`src/rtl/lac_pkg.sv`:
```
// Shared types, codes and helpers for the layer alpha compositor.
// Used by lac_ctrl, lac_dp and layer_alpha_compositor; depends on nothing.
`timescale 1ns / 1ps

package lac_pkg;

  localparam int MAX_WIDTH_DEF  = 512;
  localparam int MAX_HEIGHT_DEF = 512;

  localparam int CFG_IDX_W  = 3;
  localparam int CFG_DATA_W = 13;

  localparam logic [31:0] WORD_TRANSPARENT = 32'h0000_0000;
  localparam logic [31:0] WORD_BLACK       = 32'hFF00_0000;

  typedef enum logic [1:0] {
    OP_CLEAR_TRANSPARENT = 2'd0,
    OP_CLEAR_BLACK       = 2'd1,
    OP_BLEND             = 2'd2,
    OP_READ              = 2'd3
  } opcode_e;

  typedef enum logic [CFG_IDX_W-1:0] {
    CFG_WIDTH    = 3'd0,
    CFG_HEIGHT   = 3'd1,
    CFG_X_OFFSET = 3'd2,
    CFG_Y_OFFSET = 3'd3
  } cfg_idx_e;

  typedef struct packed {
    opcode_e     opcode;
    logic [11:0] pixel_x;
    logic [11:0] pixel_y;
    logic [7:0]  src_red;
    logic [7:0]  src_green;
    logic [7:0]  src_blue;
    logic [7:0]  src_alpha;
  } in_word_t;

  typedef struct packed {
    logic [7:0] out_red;
    logic [7:0] out_green;
    logic [7:0] out_blue;
    logic [7:0] out_alpha;
    logic       out_of_range;
  } out_word_t;

  // Controller to datapath.
  typedef struct packed {
    logic load;
    logic calc_addr;
    logic fetch;
    logic mul;
    logic write;
    logic reply;
    logic clear_en;
    logic clear_zero;
  } dp_cmd_t;

  // Datapath to controller.
  typedef struct packed {
    logic is_clear;
    logic is_read;
    logic in_canvas;
    logic clr_last;
  } dp_stat_t;

  // round(num / 255) for num up to 255 * 255; exact, ties cannot occur.
  function automatic logic [7:0] mix_round(input logic [16:0] num);
    logic [17:0] t;
    logic [17:0] s;
    t = 18'(num) + 18'd128;
    s = t + (t >> 8);
    return s[15:8];
  endfunction

endpackage

```
`src/rtl/lac_ctrl.sv`:
```
// Sequencing state machine of the layer alpha compositor.
// Depends on lac_pkg for the command and status structs.
`timescale 1ns / 1ps

module lac_ctrl (
  input  logic               clk_i,
  input  logic               rst_ni,
  input  logic               start_i,
  output logic               busy_o,
  input  lac_pkg::dp_stat_t  stat_i,
  output lac_pkg::dp_cmd_t   cmd_o
);

  typedef enum logic [6:0] {
    ST_INIT  = 7'b000_0001,
    ST_IDLE  = 7'b000_0010,
    ST_ADDR  = 7'b000_0100,
    ST_FETCH = 7'b000_1000,
    ST_MUL   = 7'b001_0000,
    ST_WRITE = 7'b010_0000,
    ST_CLEAR = 7'b100_0000
  } state_e;

  state_e state_q, state_d;

  always_comb begin
    state_d = state_q;
    cmd_o   = '0;
    unique case (state_q)
      ST_INIT: begin
        cmd_o.clear_en   = 1'b1;
        cmd_o.clear_zero = 1'b1;
        if (stat_i.clr_last) state_d = ST_IDLE;
      end
      ST_IDLE: begin
        if (start_i) begin
          cmd_o.load = 1'b1;
          state_d    = ST_ADDR;
        end
      end
      ST_ADDR: begin
        cmd_o.calc_addr = 1'b1;
        state_d = stat_i.is_clear ? ST_CLEAR : ST_FETCH;
      end
      ST_FETCH: begin
        cmd_o.fetch = 1'b1;
        if (stat_i.is_read) begin
          state_d = ST_WRITE;
        end else if (stat_i.in_canvas) begin
          state_d = ST_MUL;
        end else begin
          state_d = ST_IDLE;
        end
      end
      ST_MUL: begin
        cmd_o.mul = 1'b1;
        state_d   = ST_WRITE;
      end
      ST_WRITE: begin
        // a read finishes here with its reply, a blend with its store write
        cmd_o.reply = stat_i.is_read;
        cmd_o.write = !stat_i.is_read;
        state_d     = ST_IDLE;
      end
      ST_CLEAR: begin
        cmd_o.clear_en = 1'b1;
        if (stat_i.clr_last) state_d = ST_IDLE;
      end
      default: state_d = ST_IDLE;
    endcase
  end

  always_ff @(posedge clk_i or negedge rst_ni) begin
    if (!rst_ni) begin
      state_q <= ST_INIT;
    end else begin
      state_q <= state_d;
    end
  end

  assign busy_o = (state_q != ST_IDLE);

  a_accept_goes_busy: assert property (@(posedge clk_i) disable iff (!rst_ni)
    (start_i && !busy_o) |=> busy_o)
    else $error("accepted word did not make the block busy");

  a_no_clear_when_idle: assert property (@(posedge clk_i) disable iff (!rst_ni)
    !busy_o |-> (!cmd_o.clear_en && !cmd_o.write && !cmd_o.reply))
    else $error("store activity while idle");

  a_reply_not_write: assert property (@(posedge clk_i) disable iff (!rst_ni)
    cmd_o.write |-> $past(cmd_o.mul))
    else $error("blend write without products");

endmodule

```
`config.mk`:
```
export PLATFORM = sky130hd
export DESIGN_NAME = lac_ctrl
export DESIGN_NICKNAME = d
export VERILOG_FILES = /design/src/rtl/lac_pkg.sv /design/src/rtl/lac_ctrl.sv
export SDC_FILE = /design/constraint.sdc
export NUM_CORES = 1
export LEC_CHECK = 0
export BUFFER_PORTS_ARGS = -buffer_cell sky130_fd_sc_hd__buf_2
export CAP_MARGIN = 20
export CORE_AREA = 3 3 40 42
export DETAILED_ROUTE_END_ITERATION = 10
export DIE_AREA = 0 0 43 45
export MAX_ROUTING_LAYER = met4
export PLACE_DENSITY = 0.64
export SYNTH_ARGS = -nofsm -noshare
export SYNTH_HDL_FRONTEND = slang
export SYNTH_SLANG_ARGS = --single-unit
```
`constraint.sdc`:
```
create_clock -name clk_i -period 2 [get_ports clk_i]
set_input_delay 0.4 -clock clk_i [delete_from_list [all_inputs] [get_ports clk_i]]
set_output_delay 0.4 -clock clk_i [all_outputs]
set_load 0.01 [all_outputs]
```
; ---- After elaboration in Yosys (flattened, before gate mapping)
; Cells that the tools add are included.
[totals]
ff_bits = 7
inputBits = 7
output_inout_bits = 9
elab_cells = 28
[classes]
eq_ne = 10
mux = 14
reduce_logical = 3
[op_table]
columns = operator, count
row1 = $pmux W7 S5, 1
row2 = $mux W7, 4
row3 = $eq A7 B1 Y1 const B, 1
row4 = $eq A7 B2 Y1 const B, 1
row5 = $eq A7 B3 Y1 const B, 1
row6 = $eq A7 B4 Y1 const B, 1
row7 = $eq A7 B5 Y1 const B, 1
row8 = $eq A7 B6 Y1 const B, 1
row9 = $eq A7 B7 Y1 const B, 1
row10 = $mux W1, 7
row11 = $ne A7 B2 Y1 const B, 1
row12 = $mux W5, 1
row13 = $mux W2, 1
row14 = $ne A2 B1 Y1 const B, 1
row15 = $ne A2 B2 Y1 const B, 1
row16 = $reduce_and A2 Y1, 1
row17 = $reduce_or A2 Y1, 1
row18 = $logic_not A1 Y1, 1

; ---- Longest topological paths before layout
[logic_depth]
ltp_word = 4
depth_mapped = 4
ltp_nobuf = 4

; ---- Worst setup path before layout
; OpenSTA, ideal clock, no wires.
[synth_timing]
path_kind = reg2out
startpoint = reg state_q[1]
endpoint = out cmd_o[0] (netlist bit)
t_arrival_ns = 1.415
required_time_ns = 1.600
slack_ns = 0.185
stages_incl_launch_ff = 3
n_path_buf = 0
cell_sequence = dfrtp_1 or4_4 nor4b_1
[synth_rtl]
columns = element, line_no
row1 = start: declaration, lac_ctrl.sv:24  ; state_e state_q, state_d;
row2 = start signal: assignment, lac_ctrl.sv:77  ; state_q <= state_d;
row3 = end: declaration, lac_ctrl.sv:11  ; output lac_pkg::dp_cmd_t cmd_o

==> flow_summary_export.csv <==
group,metric,value,unit
critical_path,cpLargestDelayFamily,"simple AND/OR/NAND/NOR gates",
critical_path,worstPathRequired,1.60,ns
grt,grt_use_met2,0.156,
clock_network,htreeDepth,1,
critical_path,path_max_fanout,4,
clock_network,cts_tree,"yes",
logic_synthesis,synth-xor-area-share,0.0198,
sta,rsz0062_at_grt,"true",
place,dp_hpwl,774,microns
grt,busiest_layer,"met1",
flow_run,maxCapViolCount,0,
floorplan,ios,16,
logic_synthesis,ys_async_sr_fraction,1.00,
layout,nFillCells,124,
layout,reg_top3,"state_q: 7 flops",
outcome,failed_checks,"setup timing",
critical_path,slowest_stage,"or4_4",
logic_synthesis,synth_top_family_by_area,"simple AND/OR/NAND/NOR gates",
logic_synthesis,syn_area_per_cell,11.1,sq um
layout,largest_register_ff_count,7,
sta,timing.setup.tns,-0.0906,ns
layout,final_nets,77,
floorplan,die_w,43,microns
floorplan,dieArea,1940,sq um
place,pre_cts_slack,0.128,ns
layout,drive_above_1_share,0.580,
logic_synthesis,synth.most_common_cell,"dfrtp_1",
layout,largest-register,"state_q",
sta,slew_violations,0,
grt,antenna_found_initial,0,
detailed_routing,drc_errors,0,
detailed_routing,drt-initial-drc-count,5,
pwr,p_leak,0.339,nW
layout,syn2layout_area_growth,52.8,%
logic_synthesis,ys_seq_elements,7,
sta,finClkSkew,0.000205,ns
logic_synthesis,synth-edff-count,0,
logic_synthesis,netlist_instances,40,
critical_path,slowest_delay,0.58,ns
worst_hold_path,hold_path_class,"primary input to flop",
critical_path,cp.arrival,1.65,ns
sta,post-route-period-util,1.03,
detailed_routing,wirelength,1100,microns
detailed_routing,first_pass_iters,4,
pwr,peakVddDrop,772,uV
sta,hold_slack,0.296,ns
critical_path,crit_path_end_kind,"output pin",
pwr,report.power.total,0.689,mW
critical_path,cp-start-kind,"flop",
critical_path,crit_chain,"or4_4, nor2_4, and4bb_2, buf_6",
grt,grt_max_degree,8,
critical_path,cp.depth,4,
logic_synthesis,synth-adder-area-share,0,
layout,antenna_cells,0,
pwr,power_density,1020,nW/um^2
floorplan,die_y,45,microns
logic_synthesis,ys_types,28,
detailed_routing,vias_per_cell,5.18,
floorplan,core,1280,sq um
sta,setup_ws,-0.0515,ns
sta,hold_viol_final,0,
layout,seq_area,176,sq um
sta,finalCriticalPeriod,2.05,ns
logic_synthesis,synth_simple_gate_area_share,0.486,
logic_synthesis,yosys.area.top_type,"dfrtp_1",
clock_network,cts_root_buf,"clkbuf_4",
grt,met3_usage,0.0598,
logic_synthesis,ys.flop_type,"dfrtp_1",
logic_synthesis,synth_nets,47,
clock_network,clkSinkCount,7,
grt,grt_pass1_wl,1780,microns
grt,gr-usage-met1,0.193,
detailed_routing,ant_nets,0,
sta,clock.fmax,487,MHz
clock_network,clockBufferDepth,2,
place,portBuffers,15,
critical_path,cp_num_buf_inv,1,
grt,grt.total_usage,0.139,
critical_path,criticalPathCategory,"flop to output pin",
logic_synthesis,synth_compound_area_frac,0.0876,
logic_synthesis,synth_top_area_frac,0.339,
place,gp_congestion,0.672,
sta,setup_viol,3,
logic_synthesis,synth_area_leaders,"dfrtp_1, nor4_4, dfstp_2",
logic_synthesis,synth_commonest_cells,"dfrtp_1, nor2_1, and2_1, nor3_1, nor4_4",
logic_synthesis,synth_mux_area_frac,0,
logic_synthesis,netlist_area,443,sq um
sta,relSlewSlack,0.732,
floorplan,rows,13,
clock_network,clkSlewWorstSetupHoldPaths,0.06,ns
clock_network,clock_latency,0.26,ns
detailed_routing,num_vias,435,
sta,worst_pin_slew,0.396,ns
grt,grt_pass1_vias,376,
floorplan,initial_core_util,0.345,
layout,multi_input_area,288,sq um
clock_network,numCtsBuffers,3,
logic_synthesis,seq_area_frac_synth,0.398,
grt,gr-total-overflow,0,
detailed_routing,wl_per_cell,13.1,microns
outcome,status,"finished with violations",
worst_hold_path,hold_depth,2,
critical_path,worstRegToRegCells,5,
logic_synthesis,ys_warn_count,0,
-- cells by family (layout without fill, tap and decap cells) --
logic type,Yosys count,after routing
AOI/OAI and AO/OA,5,5
xor gates and xnor gates,1,1
buffers and inverters,1,30
DFF,7,7
and+or+nand+nor,26,26
-- cell usage in the layout (no fill, tap or decap), types with 2 or more instances in the layout --
cell and instances:
buf_2 14, clkbuf_4 3, nor4_4 3, nor2_1 4, buf_6 2, dfrtp_1 6
buf_4 8, nor3_1 2, and2_1 2
-- layout make-up --
cell class,count,area share
Clock buffer,3,0.0333
Clock inverter,1,0.00739
Inverter,1,0.00555
Timing Repair Buffer,25,0.240
Multi-Input combinational cell,32,0.425
Sequential cell,7,0.261
Tap cell,15,0.0277
-- layer usage --
layer  wire (microns)  up-vias  part of all wire
li1                 -      209                 -
met1              512      197              0.47
met2              460       23              0.42
met3              101        6             0.092
met4               26        0             0.024
met5                0        -                 0
-- repair_timing --
item | in CTS | in global routing
resized for setup | 6 | 1
pin swaps | 4 | 1
hold endpoints to repair | 6 | 0
setup endpoints to repair | 7 | 7
hold buffers | 1 | 0
buffers inserted | 4 | 1
-- worst register-to-register path, cell delays in order, from the launching register on --
cell and delay, ns:
dfrtp_1 0.37, or4_4 0.58, buf_4 0.17, nor4_4 0.25, nor2_1 0.07, o2bb2ai_1 0.12
-- power by group --
group | total, mW | switching, mW | internal [mW]
combinational | 0.366 | 0.165 | 0.201
sequential | 0.186 | 0.0201 | 0.166
clock | 0.136 | 0.0629 | 0.0736
total | 0.689 | 0.248 | 0.441
-- path summary, 6_finish.rpt --
kind	from	endpoint	slack [ns]
min in group asynchronous	rst_ni	state_q[1]	0.50
max in group asynchronous	rst_ni	state_q[0]	1.27
hold reg to reg	state_q[0]	state_q[0]	0.58
setup reg to reg	state_q[2]	state_q[1]	0.34
hold / removal	stat_i[3]	state_q[3]	0.30
setup / recovery	state_q[2]	cmd_o[3]	-0.05
-- per-stage QoR --
stage	utilization	std cells	instance area, sq um
floorplan	-	40	443
global placement	0.441	74	567
detailed placement	0.441	74	567
CTS	0.514	83	661
global route	0.527	84	677
finish	0.527	84	677
(Power assumes the default switching activity.)
